### config.mk
export PLATFORM = sky130hd
export DESIGN_NAME = vt100_ctrl
export DESIGN_NICKNAME = d
export VERILOG_FILES = /design/src/hw/rtl/vt100_pkg.sv /design/src/hw/rtl/vt100_ctrl.sv
export SDC_FILE = /design/constraint.sdc
export NUM_CORES = 1
export LEC_CHECK = 0
export BUFFER_PORTS_ARGS = -buffer_cell sky130_fd_sc_hd__buf_2
export CAP_MARGIN = 10
export CORE_AREA = 2 2 39 41
export CTS_CLUSTER_DIAMETER = 50
export DETAILED_ROUTE_END_ITERATION = 8
export DIE_AREA = 0 0 41 43
export GPL_TIMING_DRIVEN = 0
export SETUP_SLACK_MARGIN = 0.3
export SLEW_MARGIN = 5
export SYNTH_ARGS = -nofsm -noshare
export SYNTH_HDL_FRONTEND = slang
export SYNTH_SLANG_ARGS = --single-unit
### constraint.sdc
create_clock -name i_clk -period 0.8 [get_ports i_clk]
set_input_delay 0.04 -clock i_clk [delete_from_list [all_inputs] [get_ports i_clk]]
set_output_delay 0.04 -clock i_clk [all_outputs]
set_load 0.005 [all_outputs]
### src/hw/rtl/vt100_pkg.sv
// ----------------------------------------------------------------------------
// VT100 engine package
// Shared types, codes and the color palette of the escape text engine.
// ----------------------------------------------------------------------------
package vt100_pkg;

    localparam logic [7:0] CH_ESC = 8'd27;
    localparam logic [7:0] CH_CR  = 8'd13;
    localparam logic [7:0] CH_LF  = 8'd10;
    localparam logic [7:0] CH_BS  = 8'd8;
    localparam logic [7:0] CH_LBR = 8'h5B;
    localparam logic [7:0] CH_SEMI = 8'h3B;

    localparam logic [1:0] PH_TEXT = 2'd0;
    localparam logic [1:0] PH_ESC  = 2'd1;
    localparam logic [1:0] PH_SEQ  = 2'd2;

    localparam logic [1:0] REG_ROWS = 2'd0;
    localparam logic [1:0] REG_COLS = 2'd1;
    localparam logic [1:0] REG_FORE = 2'd2;
    localparam logic [1:0] REG_BACK = 2'd3;

    localparam logic CMD_DRAW  = 1'b0;
    localparam logic CMD_CLEAR = 1'b1;

    typedef struct packed {
        logic        command;
        logic [4:0]  cell_col;
        logic [4:0]  cell_row;
        logic [7:0]  glyph;
        logic [15:0] fore_colour;
        logic [15:0] back_colour;
        logic        last_of_run;
    } t_result;

    // Controller to datapath commands.
    typedef struct packed {
        logic        step;       // Process the byte held in the datapath.
        logic        load;       // Capture a new input byte.
        logic        run_next;   // Advance the erase run by one cell.
    } t_dp_cmd;

    // Datapath to controller status.
    typedef struct packed {
        logic        has_result; // The step makes a first result.
        logic        run_more;   // An erase run has cells after this one.
    } t_dp_status;

    function automatic logic [15:0] palette(input logic [2:0] idx);
        case (idx)
            3'd0: palette = 16'h0000;
            3'd1: palette = 16'hF800;
            3'd2: palette = 16'h07E0;
            3'd3: palette = 16'hFFE0;
            3'd4: palette = 16'h001F;
            3'd5: palette = 16'hF81F;
            3'd6: palette = 16'h07FF;
            default: palette = 16'hFFFF;
        endcase
    endfunction

endpackage

### src/hw/rtl/vt100_ctrl.sv
// ----------------------------------------------------------------------------
// VT100 engine controller
// Sequences input capture, byte processing and erase-run emission.
// ----------------------------------------------------------------------------
module vt100_ctrl (
    input  logic                  i_clk,
    input  logic                  i_rst_n,
    input  logic                  i_in_valid,
    output logic                  o_in_ready,
    output logic                  o_out_valid,
    input  logic                  i_out_ready,
    input  vt100_pkg::t_dp_status i_status,
    output vt100_pkg::t_dp_cmd    o_cmd
);
    import vt100_pkg::*;

    localparam logic [1:0] ST_IDLE = 2'd0;
    localparam logic [1:0] ST_EXEC = 2'd1;
    localparam logic [1:0] ST_OUT  = 2'd2;

    logic [1:0] r_state, n_state;
    logic       out_fire;

    assign out_fire    = (r_state == ST_OUT) && i_out_ready;
    assign o_in_ready  = (r_state == ST_IDLE);
    assign o_out_valid = (r_state == ST_OUT);

    always_comb begin
        n_state        = r_state;
        o_cmd.load     = 1'b0;
        o_cmd.step     = 1'b0;
        o_cmd.run_next = 1'b0;
        case (r_state)
            ST_IDLE: begin
                if (i_in_valid) begin
                    o_cmd.load = 1'b1;
                    n_state    = ST_EXEC;
                end
            end
            ST_EXEC: begin
                o_cmd.step = 1'b1;
                n_state    = i_status.has_result ? ST_OUT : ST_IDLE;
            end
            ST_OUT: begin
                if (out_fire) begin
                    if (i_status.run_more) begin
                        o_cmd.run_next = 1'b1;
                    end else begin
                        n_state = ST_IDLE;
                    end
                end
            end
            default: n_state = ST_IDLE;
        endcase
    end

    always_ff @(posedge i_clk) begin
        if (!i_rst_n) begin
            r_state <= ST_IDLE;
        end else begin
            r_state <= n_state;
        end
    end
endmodule

==> impl_metrics.py <==
metrics = {
    "outcome": {
        "outcome": "finished, violations left",
        "violations": "setup timing",
    },
    "final_layout": {
        "drive_gt1_frac": 0.7407,
        "regMostFlops": "r_state",
        "layout_commonest_cell": "buf_2",
        "final_util": 0.1618,
        "area_delta_synth_final_pct": 110.6,
        "nets": 35,
        "layout_common_cells": "9 x buf_2, 3 x clkbuf_4, 2 x and3_1, 2 x buf_4",
        "largest_reg_flops": 2,
        "stdcell_area_sq_um": 224.0,
        "fin_cells": 43,
        "reg.largest.list": "r_state: 2 flops",
        "n_antenna_cell": 0,
        "num-fill-cells": 170,
    },
    "sta": {
        "rsz0062_at_grt": "yes",
        "slew_violations": 0,
        "min_period_ps": 1034,
        "finalSetupTns_ps": -998.4,
        "fmaxAchievable_ghz": 0.9674,
        "setup_viol": 6,
        "final.period_utilization": 1.292,
        "timing.final.ws_setup_ps": -233.7,
        "worst-slew-pin-transition_ps": 209.8,
        "relSlewSlack": 0.8596,
        "hold_viol": 0,
        "skew_ps": 1.189,
        "hold_ws_ps": 60.98,
    },
    "yosys": {
        "ys_types": 10,
        "postSynthCellCount": 12,
        "avgSynthCellArea_sq_um": 8.863,
        "yosysWarnings": 0,
        "ys_ff_latch": 2,
        "syn_nets": 18,
        "synth_area_sq_um": 106.4,
        "yosysSeqAreaShare": 0.3765,
    },
    "drt": {
        "drtPass1Iterations": 1,
        "drc": 0,
        "ant_nets": 0,
        "wl_um": 324,
        "num_vias": 129,
        "drt_iter0_markers": 0,
        "via_per_inst": 3.000,
        "routedWlPerCell_um": 7.535,
    },
    "clocking": {
        "numCtsBuffers": 3,
        "clkTransAtPathRegs_ps": 30,
        "cts_tree": "yes",
        "htree_levels": 1,
        "clk_latency_ps": 220,
        "postCtsHoldBufs": 0,
        "root_buffer": "clkbuf_4",
        "clock_sinks": 2,
        "cts_buffer_depth": 2,
    },
    "setup_path": {
        "cp_num_buf_inv": 1,
        "setup.worst_path.end_class": "output port",
        "path_delay_family": "simple AND/OR/NAND/NOR gates",
        "reg2reg_setup_slack_ps": -170,
        "rr_worst_depth": 5,
        "r2r_start": "r_state[0]",
        "critPathLaunchType": "register",
        "worst-path-max-fanout": 3,
        "path_cells": "nor2_1 > and2_1 > buf_2",
        "critPathKind": "reg -> out",
        "cp.required_ps": 760,
        "crit_slowest_cell": "dfxtp_1",
        "critPathArrivalTime_ps": 990,
        "regToRegEndpoint": "r_state[1]",
        "max_stage_delay_ps": 310,
    },
    "pwr": {
        "finalPower_mw": 0.3945,
        "power_leakage_nw": 0.1181,
        "powerDensity_nw_per_um2": 1762,
        "ir_drop_v": 0.0003082,
    },
    "die": {
        "die_y_um": 43,
        "dieArea_sq_um": 1763,
        "rows": 14,
        "io-pin-count": 11,
        "die_x_um": 41,
        "initial_core_util": 0.07685,
        "fp.coreArea_sq_um": 1384,
    },
    "global_routing": {
        "grt_usage": 0.04213,
        "grt_pass1_wl_um": 407,
        "grt_pass1_vias": 127,
        "grt_max_degree": 4,
        "grt_antenna_before_repair": 0,
        "grt.overflow.total": 0,
    },
    "placed_design": {
        "placed_area_sq_um": 178.9,
        "gp_congestion": 0.5298,
        "dp.cells": 38,
        "dp_slack_ps": -29.75,
        "numPortBuffers": 10,
        "hpwlAfterDp_um": 229.6,
    },
    "min_path": {
        "hold_path_end": "r_state[0]",
        "hp-start": "i_in_valid",
        "hold_class": "in -> reg",
        "worstHoldPathCells": 2,
    },
    "run": {
        "max-cap-violations": 0,
    },
}
## timing repair
| item | CTS | global route |
|---|---|---|
| resized for setup | 2 | 0 |
| cloned | 0 | 0 |
| setup endpoints to repair | 7 | 7 |
| pin swaps | 1 | 0 |
| setup buffers | 2 | 0 |
## how the worst max path moves through the flow
stage                           from         end  slack, ps  cells after the start
after floorplan           r_state[0]  r_state[1]         50                      3
after global placement    r_state[0]    o_cmd[0]        -30                      3
after detailed placement  r_state[0]    o_cmd[0]        -30                      3
after CTS                 r_state[0]    o_cmd[0]       -240                      3
after global routing      r_state[0]    o_cmd[0]       -300                      3
final                     r_state[1]    o_cmd[1]       -230                      3
## layer usage
metal | part of all wire | track usage | wire length (um) | vias to the layer above
met5 | 0 | 0 | 0 | -
met4 | 0 | 0.06000 | 0 | 0
met3 | 0.13 | 0.03141 | 42 | 0
met2 | 0.34 | 0.03750 | 109 | 11
met1 | 0.53 | 0.04808 | 172 | 49
li1 | - | - | - | 69
## area by class of cell
type                    instances  area (sq um)  share of cell area
clock buffers                   3         22.52              0.1006
inverters                       1         3.754             0.01676
multi-input cells               9         65.06              0.2905
flip-flops and latches          2         41.29              0.1844
well taps                      16         20.02             0.08939
repair buffers                 12         71.32              0.3184
## worst reg2reg max path, cell delays in order, from the launching register on
cell	delay, ps
dfxtp_2	310
and2b_4	180
buf_4	130
buf_4	120
o21ai_2	50
a21boi_2	60
## synthesized netlist by cell type
master,count,area share
a21boi_2,1,0.11
and2_1,1,0.059
and2b_4,1,0.094
and3_1,2,0.12
dfxtp_1,2,0.38
inv_1,1,0.035
nand2_1,1,0.035
nor2_1,1,0.035
nor2b_1,1,0.059
o21ai_2,1,0.082
## where the power goes
| group | total [mW] | internal (mW) | switching [mW] |
|---|---|---|---|
| Sequential | 0.110 | 0.107 | 0.00335 |
| Clock | 0.222 | 0.165 | 0.0566 |
| Combinational | 0.0626 | 0.0378 | 0.0248 |
| Total | 0.395 | 0.310 | 0.0848 |
## logic make-up (layout without fill, tap and decap cells)
group,after synthesis,in the layout,synth area share
AOI/OAI and AO/OA,2,2,0.1882
buffers and inverters,1,16,0.03526
DFF,2,2,0.3765
and+or+nand+nor,7,7,0.4000
Note: power is estimated with default switching activity, not from simulation.
