--- src/hw/rtl/vt100_pkg.sv ---
// ----------------------------------------------------------------------------
// VT100 engine package
// Shared types, codes and the color palette of the escape text engine.
// ----------------------------------------------------------------------------
package vt100_pkg;

    localparam logic [7:0] CH_ESC = 8'd27;
    localparam logic [7:0] CH_CR  = 8'd13;
    localparam logic [7:0] CH_LF  = 8'd10;
    localparam logic [7:0] CH_BS  = 8'd8;
    localparam logic [7:0] CH_LBR = 8'h5B;
    localparam logic [7:0] CH_SEMI = 8'h3B;

    localparam logic [1:0] PH_TEXT = 2'd0;
    localparam logic [1:0] PH_ESC  = 2'd1;
    localparam logic [1:0] PH_SEQ  = 2'd2;

    localparam logic [1:0] REG_ROWS = 2'd0;
    localparam logic [1:0] REG_COLS = 2'd1;
    localparam logic [1:0] REG_FORE = 2'd2;
    localparam logic [1:0] REG_BACK = 2'd3;

    localparam logic CMD_DRAW  = 1'b0;
    localparam logic CMD_CLEAR = 1'b1;

    typedef struct packed {
        logic        command;
        logic [4:0]  cell_col;
        logic [4:0]  cell_row;
        logic [7:0]  glyph;
        logic [15:0] fore_colour;
        logic [15:0] back_colour;
        logic        last_of_run;
    } t_result;

    // Controller to datapath commands.
    typedef struct packed {
        logic        step;       // Process the byte held in the datapath.
        logic        load;       // Capture a new input byte.
        logic        run_next;   // Advance the erase run by one cell.
    } t_dp_cmd;

    // Datapath to controller status.
    typedef struct packed {
        logic        has_result; // The step makes a first result.
        logic        run_more;   // An erase run has cells after this one.
    } t_dp_status;

    function automatic logic [15:0] palette(input logic [2:0] idx);
        case (idx)
            3'd0: palette = 16'h0000;
            3'd1: palette = 16'hF800;
            3'd2: palette = 16'h07E0;
            3'd3: palette = 16'hFFE0;
            3'd4: palette = 16'h001F;
            3'd5: palette = 16'hF81F;
            3'd6: palette = 16'h07FF;
            default: palette = 16'hFFFF;
        endcase
    endfunction

endpackage

--- src/hw/rtl/vt100_dp.sv ---
// ----------------------------------------------------------------------------
// VT100 engine datapath
// Parser state, cursor, colors and the result register with erase-run counter.
// ----------------------------------------------------------------------------
module vt100_dp #(
    parameter int MAX_COLS = 32,
    parameter int MAX_ROWS = 32,
    parameter int PARAM_BUFFER_LEN = 32
) (
    input  logic                  i_clk,
    input  logic                  i_rst_n,
    input  logic [7:0]            i_char_code,
    input  logic                  i_cfg_we,
    input  logic [1:0]            i_cfg_index,
    input  logic [15:0]           i_cfg_data,
    input  vt100_pkg::t_dp_cmd    i_cmd,
    output vt100_pkg::t_dp_status o_status,
    output vt100_pkg::t_result    o_result
);
    import vt100_pkg::*;

    localparam int ROW_CAP = (MAX_ROWS < 32) ? MAX_ROWS : 32;
    localparam int COL_CAP = (MAX_COLS < 32) ? MAX_COLS : 32;
    localparam int PCW = $clog2(PARAM_BUFFER_LEN + 1);

    logic [5:0]  r_max_rows, r_max_cols;
    logic [15:0] r_init_fore, r_init_back;
    logic [7:0]  r_char;
    logic [1:0]  r_phase;
    logic [PCW-1:0] r_pchars;
    logic [1:0]  r_pfield;
    logic [7:0]  r_p1, r_p2;
    logic        r_p1v, r_p2v;
    logic [4:0]  r_row, r_col, r_srow, r_scol;
    logic [15:0] r_fore, r_back;
    logic        r_wrap;
    t_result     r_res;
    logic [5:0]  r_run_end;

    logic [5:0] rows, cols;
    logic [5:0] cnt;
    logic [7:0] c;
    logic       is_digit;
    logic [3:0] dval;
    logic [5:0] row_dn1;
    logic [6:0] sum_r, sum_c;
    logic [5:0] k_st, k_en;
    logic [5:0] nxt_col;

    function automatic logic [7:0] mul_sat(input logic [7:0] p, input logic [3:0] d);
        logic [11:0] v;
        v = 12'(p) * 12'd10 + 12'(d);
        mul_sat = (v > 12'd255) ? 8'd255 : v[7:0];
    endfunction

    function automatic logic cnt_gt(input logic v, input logic [7:0] p, input logic [4:0] pos);
        cnt_gt = v ? (p > {3'b0, pos}) : (pos == 5'd0);
    endfunction

    always_comb begin
        rows = (r_max_rows == 6'd0) ? 6'd1 : r_max_rows;
        if (rows > 6'(ROW_CAP)) rows = 6'(ROW_CAP);
        cols = (r_max_cols == 6'd0) ? 6'd1 : r_max_cols;
        if (cols > 6'(COL_CAP)) cols = 6'(COL_CAP);
    end

    assign c        = r_char;
    assign is_digit = (c >= 8'h30) && (c <= 8'h39);
    assign dval     = 4'(c - 8'h30);
    assign cnt      = r_p1v ? ((r_p1 > 8'd63) ? 6'd63 : r_p1[5:0]) : 6'd1;
    assign row_dn1  = ({1'b0, r_row} + 6'd1 >= rows) ? rows - 6'd1 : {1'b0, r_row} + 6'd1;
    assign sum_r    = {2'b0, r_row} + (r_p1v ? {r_p1 > 8'd63, r_p1[5:0]} : 7'd1);
    assign sum_c    = {2'b0, r_col} + (r_p1v ? {r_p1 > 8'd63, r_p1[5:0]} : 7'd1);
    assign nxt_col  = r_res.cell_col + 6'd1;

    always_comb begin
        if (r_p1v && r_p1 == 8'd1) begin
            k_st = 6'd0; k_en = {1'b0, r_col};
        end else if (r_p1v && r_p1 == 8'd2) begin
            k_st = 6'd0; k_en = cols;
        end else begin
            k_st = {1'b0, r_col}; k_en = cols;
        end
    end

    always_comb begin
        o_status.has_result = 1'b0;
        if (r_phase == PH_SEQ) begin
            if (!(is_digit || c == CH_SEMI)) begin
                if (c == "K") o_status.has_result = k_st < k_en;
                if (c == "J") o_status.has_result = r_p1v && r_p1 == 8'd2;
            end
        end else if (r_phase == PH_TEXT) begin
            o_status.has_result = !(c == CH_ESC || c == CH_CR || c == CH_LF || c == CH_BS);
        end
        o_status.run_more = !r_res.last_of_run;
    end

    assign o_result = r_res;

    always_ff @(posedge i_clk) begin
        if (i_cmd.load) r_char <= i_char_code;
        if (i_cmd.run_next) begin
            r_res.cell_col    <= nxt_col[4:0];
            r_res.last_of_run <= (nxt_col + 6'd1 >= r_run_end);
        end
        if (i_cmd.step) begin
            r_res.command     <= CMD_DRAW;
            r_res.cell_col    <= r_col;
            r_res.cell_row    <= r_row;
            r_res.glyph       <= c;
            r_res.fore_colour <= r_fore;
            r_res.back_colour <= r_back;
            r_res.last_of_run <= 1'b1;
            if (r_phase == PH_SEQ && c == "K") begin
                r_res.cell_col    <= k_st[4:0];
                r_res.glyph       <= 8'd0;
                r_res.last_of_run <= (k_st + 6'd1 >= k_en);
                r_run_end         <= k_en;
            end
            if (r_phase == PH_SEQ && c == "J") begin
                r_res.command     <= CMD_CLEAR;
                r_res.cell_col    <= 5'd0;
                r_res.cell_row    <= 5'd0;
                r_res.glyph       <= 8'd0;
                r_res.fore_colour <= 16'd0;
            end
        end
    end

    always_ff @(posedge i_clk) begin
        if (!i_rst_n) begin
            r_max_rows  <= 6'd20;
            r_max_cols  <= 6'd21;
            r_init_fore <= 16'hFFFF;
            r_init_back <= 16'h0000;
            r_phase     <= PH_TEXT;
            r_pchars    <= '0;
            r_pfield    <= 2'd0;
            r_p1        <= 8'd0;
            r_p2        <= 8'd0;
            r_p1v       <= 1'b0;
            r_p2v       <= 1'b0;
            r_row       <= 5'd0;
            r_col       <= 5'd0;
            r_srow      <= 5'd0;
            r_scol      <= 5'd0;
            r_fore      <= 16'hFFFF;
            r_back      <= 16'h0000;
            r_wrap      <= 1'b0;
        end else begin
            if (i_cfg_we) begin
                case (i_cfg_index)
                    REG_ROWS: r_max_rows  <= i_cfg_data[5:0];
                    REG_COLS: r_max_cols  <= i_cfg_data[5:0];
                    REG_FORE: r_init_fore <= i_cfg_data;
                    REG_BACK: r_init_back <= i_cfg_data;
                    default: ;
                endcase
            end
            if (i_cmd.step) begin
                if (r_phase == PH_SEQ) begin
                    if (is_digit || c == CH_SEMI) begin
                        if (r_pchars < PCW'(PARAM_BUFFER_LEN)) begin
                            r_pchars <= r_pchars + 1'b1;
                            if (c == CH_SEMI) begin
                                if (r_pfield < 2'd2) r_pfield <= r_pfield + 2'd1;
                            end else if (r_pfield == 2'd0) begin
                                r_p1  <= (mul_sat(r_p1, dval));
                                r_p1v <= 1'b1;
                            end else if (r_pfield == 2'd1) begin
                                r_p2  <= (mul_sat(r_p2, dval));
                                r_p2v <= 1'b1;
                            end
                        end
                    end else begin
                        r_phase  <= PH_TEXT;
                        r_pchars <= '0;
                        r_pfield <= 2'd0;
                        r_p1     <= 8'd0;
                        r_p2     <= 8'd0;
                        r_p1v    <= 1'b0;
                        r_p2v    <= 1'b0;
                        case (c)
                            "h": if (r_p1v && r_p1 == 8'd7) r_wrap <= 1'b1;
                            "l": if (r_p1v && r_p1 == 8'd7) r_wrap <= 1'b0;
                            "H", "f": begin
                                if (r_p1v && {2'b0, r_p1} < {4'b0, rows}) r_row <= r_p1[4:0];
                                if (r_p2v && {2'b0, r_p2} < {4'b0, cols}) r_col <= r_p2[4:0];
                                if (!r_p1v && !r_p2v) begin
                                    r_row <= 5'd0;
                                    r_col <= 5'd0;
                                end
                            end
                            "A": r_row <= cnt_gt(r_p1v, r_p1, r_row) ? 5'd0 : r_row - cnt[4:0];
                            "B": r_row <= (sum_r >= {1'b0, rows}) ? 5'(rows - 6'd1) : sum_r[4:0];
                            "C": r_col <= (sum_c >= {1'b0, cols}) ? 5'(cols - 6'd1) : sum_c[4:0];
                            "D": r_col <= cnt_gt(r_p1v, r_p1, r_col) ? 5'd0 : r_col - cnt[4:0];
                            "s": begin
                                r_srow <= r_row;
                                r_scol <= r_col;
                            end
                            "u": begin
                                r_row <= r_srow;
                                r_col <= r_scol;
                            end
                            "J": if (r_p1v && r_p1 == 8'd2) begin
                                r_row <= 5'd0;
                                r_col <= 5'd0;
                            end
                            "m": if (r_p1v && r_p1 >= 8'd30 && r_p1 <= 8'd47) begin
                                if (r_p1 <= 8'd37) r_fore <= palette(3'(r_p1 - 8'd30));
                                else if (r_p1 >= 8'd40) r_back <= palette(3'(r_p1 - 8'd40));
                                if (r_p2v && r_p2 >= 8'd30 && r_p2 <= 8'd47) begin
                                    if (r_p2 <= 8'd37) r_fore <= palette(3'(r_p2 - 8'd30));
                                    else if (r_p2 >= 8'd40)
                                        r_back <= palette(3'(r_p2 - 8'd40));
                                end
                            end
                            default: ;
                        endcase
                    end
                end else if (r_phase == PH_ESC) begin
                    r_phase  <= (c == CH_LBR) ? PH_SEQ : PH_TEXT;
                    r_pchars <= '0;
                    r_pfield <= 2'd0;
                    r_p1     <= 8'd0;
                    r_p2     <= 8'd0;
                    r_p1v    <= 1'b0;
                    r_p2v    <= 1'b0;
                end else if (c == CH_ESC) begin
                    r_phase <= PH_ESC;
                end else if (c == CH_CR) begin
                    r_col <= 5'd0;
                end else if (c == CH_LF) begin
                    r_row <= row_dn1[4:0];
                end else if (c == CH_BS) begin
                    if (r_col != 5'd0) r_col <= r_col - 5'd1;
                end else begin
                    if ({1'b0, r_col} + 6'd1 >= cols) begin
                        if (r_wrap) begin
                            r_col <= 5'd0;
                            r_row <= row_dn1[4:0];
                        end else begin
                            r_col <= 5'(cols - 6'd1);
                        end
                    end else begin
                        r_col <= r_col + 5'd1;
                    end
                end
            end
        end
    end

    logic unused_ok;
    assign unused_ok = ^{r_init_fore, r_init_back};
endmodule

--- config.mk ---
export PLATFORM = sky130hd
export DESIGN_NAME = vt100_dp
export DESIGN_NICKNAME = d
export VERILOG_FILES = /design/src/hw/rtl/vt100_pkg.sv /design/src/hw/rtl/vt100_dp.sv
export SDC_FILE = /design/constraint.sdc
export NUM_CORES = 1
export LEC_CHECK = 0
export BUFFER_PORTS_ARGS = -buffer_cell sky130_fd_sc_hd__buf_2
export CORE_UTILIZATION = 38
export DETAILED_ROUTE_END_ITERATION = 12
export SLEW_MARGIN = 40
export SYNTH_ARGS = -nofsm -noshare
export SYNTH_HDL_FRONTEND = slang
export SYNTH_SLANG_ARGS = --single-unit
--- constraint.sdc ---
create_clock -name i_clk -period 7.4 [get_ports i_clk]
set_input_delay 1.85 -clock i_clk [delete_from_list [all_inputs] [get_ports i_clk]]
set_output_delay 1.85 -clock i_clk [all_outputs]
set_load 0.005 [all_outputs]
==> impl_metrics.ini <==
[outcome]
status = complete, no violations

[timing]
rsz0062_at_grt = false
slew_violations = 0
hold_viol = 0
slew_headroom_pct = 47.1
post-route-period-util_pct = 82.8
skew_ps = 14.3
fin_tns_setup_ps = 0
setup_viol = 0
fmax_ghz = 0.163
min_period_ps = 6130
tightest_slew_ps = 785

[logic_synthesis]
postSynthAreaPerCell_um2 = 9.46
yosys.area.top_type = edfxtp_1
syn_inst = 1131
synthesis.nets = 1298
ys_dominant_reg_cell = dfxtp_1
synthTopCellsByArea = edfxtp_1, dfxtp_1, ha_1
yosysSeqAreaShare_pct = 35.9
async_flop_share_pct = 0
yosysWarnings = 0
synth_cell_types = 75
ys_ff_latch = 159
synth_edf_count = 66
synth_top_cell_area_share_pct = 18.5
synthesis.area_um2 = 10700

[critical_path]
critPathBufInv = 1
cp.depth = 13
r2r_setup_slack_ps = 3390
r2r_end = o_result[0]
cp.required_ps = 5550
slowest_delay_ps = 730
critPathMaxFanout = 21
cp_slowest_cell = dfxtp_1
cp_top_family = simple AND/OR/NAND/NOR gates
critPathLaunchType = flop
crit_chain = nor3b_1 -> nand4_1 -> nor2b_1 -> and2_1 -> ha_1 -> nor2b_1 -> o21a_1 -> o21a_1 -> o21a_1 -> o21ai_0 -> a31oi_1 -> o21ai_0 -> buf_2
path_common_cell = o21a_1
setup.worst_path.class = reg2out
crit_end = o_status[1]
crit_start = r_p1v
r2r_cells = 13
worst_setup_path_end_kind = output port
critPathArrivalTime_ps = 4280
r2r_start = r_p1v

[cells_and_area]
fill_cells = 2704
stdcell_area_um2 = 12100
fin_nets = 1354
diodes = 0
drive_gt1_share_pct = 11.8
area_growth_pct = 12.8

[floorplan]
core-area_um2 = 27700
ios = 86
die_w_um = 170
initial_core_util_pct = 38.6
dieArea_um2 = 28800
rows = 61
chipHeight_um = 170

[grt]
grt_remaining_overflow = 0
grt.total_usage_pct = 19.2
grt_pass1_wl_mm = 43.5
grt_pass1_vias = 8095
grt_max_degree = 64
antenna_found_initial = 0

[clock_tree]
cts_buffers = 17
cts_max_level = 4
clkTransAtPathRegs_ps = 80
cts_hold_buf = 0
ctsResizeCount = 0
cts_sinks = 159
clk_latency_ps = 450
postCtsSetupRepairBufs = 0
clk_path_buf_depth = 2
root_buffer = clkbuf_16
cts_tree = done

[drt]
vias = 8620
final_antenna_net_count = 0
routed_via_density = 5.46
drt_iter0_drc = 532
drc = 0
wl_per_cell_um = 17.2
dr.pass1.iters = 5
routed_wl_mm = 27.1

[pwr]
power.density_nw_per_um2 = 178
p_leak_nw = 4.99
ir_drop_mv = 0.156

[min_path]
hold_path.class = reg2reg
hold_start = r_back[12]

[place]
routabilityCongestion = 0.883
placed_area_um2 = 11400
numPortBuffers = 75
dp_hpwl_mm = 20.1

[flow_run]
maxCapViolCount = 0
## cell type report
| type | instances | area (µm²) | area share (%) |
|---|---|---|---|
| inverters | 54 | 203 | 1.68 |
| well taps | 378 | 473 | 3.92 |
| flip-flops and latches | 159 | 3840 | 31.9 |
| repair buffers | 81 | 420 | 3.49 |
| multi-input cells | 874 | 6500 | 53.9 |
| clock inverters | 15 | 199 | 1.65 |
| clock buffers | 17 | 425 | 3.53 |
## where the power goes
group | internal (mW) | switching [mW]
logic | 0.115 | 0.136
registers | 0.934 | 0.0407
clock network | 0.466 | 0.453
total | 1.51 | 0.629
## Yosys cell counts (6+ instances only)
master and count:
mux2i_1 27, a221o_1 7, o32ai_1 6, and2_1 36, dfxtp_1 93, o211a_1 6, edfxtp_1 66, nor3b_1 10
inv_1 51, xnor2_1 31, nor2_1 59, clkbuf_1 40, nand2b_1 11, a31oi_1 15, o21ai_0 46, and3_1 23
nor3_1 20, o21ai_1 8, xor2_1 19, o211ai_1 9, ha_1 127, a22oi_1 6, nand4_1 15, nor2b_1 56
nand2_1 77, nand3_1 35, a21o_1 37, fa_1 8, o2bb2ai_1 17, a21oi_1 63, a21boi_0 6, o21a_1 13
## state kept, by name, summed over array words and instances (netlist names)
name        flops
c               8
o_result       52
r_back         16
r_col           5
r_fore         16
r_max_cols      6
r_max_rows      6
r_p1            8
r_p1v           1
r_p2            8
r_p2v           1
r_pchars        6
r_pfield        2
r_phase         2
r_row           5
r_run_end       6
r_scol          5
r_srow          5
r_wrap          1
## routing by layer
metal,wire length [µm],part of all wire (%),GRT usage [%],vias up
li1,-,-,-,4270
met1,13000,48,26.6,4076
met2,12100,45,30.0,231
met3,1460,5.4,3.94,43
met4,576,2.1,5.88,0
met5,0,0,0,-
## placed cells by master (no fill, tap or decap), drive strengths merged, types with 7 or more instances in the layout
cell type / netlist / routed
o211ai: 9 / 9
nand4: 15 / 15
nor2b: 56 / 56
o2bb2ai: 17 / 17
nand2: 78 / 78
clkinv: 1 / 8
a221o: 7 / 7
ha: 127 / 127
edfxtp: 66 / 66
xnor2: 31 / 31
nor4: 8 / 8
a31oi: 15 / 15
a21o: 37 / 37
dfxtp: 93 / 93
nand3: 35 / 35
nand2b: 11 / 11
o21ai: 54 / 54
xor2: 19 / 19
inv: 53 / 61
a21oi: 63 / 63
o21a: 13 / 13
fa: 8 / 8
buf: 4 / 81
nor3: 20 / 20
nor2: 61 / 61
clkbuf: 40 / 17
nor3b: 10 / 10
and2: 36 / 36
and3: 24 / 24
mux2i: 27 / 27
## worst min path at each step
stage,to,slack [ps],cells past startpoint
3_3_place_gp,o_result[13],410,0
5_1_grt,o_result[13],440,0
6_report,o_result[13],430,0
3_5_place_dp,o_result[11],420,0
4_1_cts,o_result[13],430,0
2_1_floorplan,o_result[10],410,0
## cells by family (layout without fill, tap and decap cells)
logic type / after synthesis / after routing / share of synthesized area (%)
fa+ha+maj: 135 / 135 / 16.4
flops: 159 / 159 / 35.9
simple gates: 378 / 378 / 19.4
buf+inv: 98 / 167 / 3.52
compound gates: 279 / 279 / 17.7
mux: 32 / 32 / 3.05
xor+xnor: 50 / 50 / 4.09
## metrics by stage
stage	util, %	worst slack (ps)	power (mW)	instances	hold slack (ps)
floorplan	-	2640	1.16	1131	409
global placement	41.2	1900	1.24	1545	414
detailed placement	41.3	1860	1.24	1546	418
CTS	43.5	1380	2.16	1578	429
global route	43.5	1020	2.24	1578	445
finish	43.5	1270	2.14	1578	428
(Power assumes the default switching activity.)
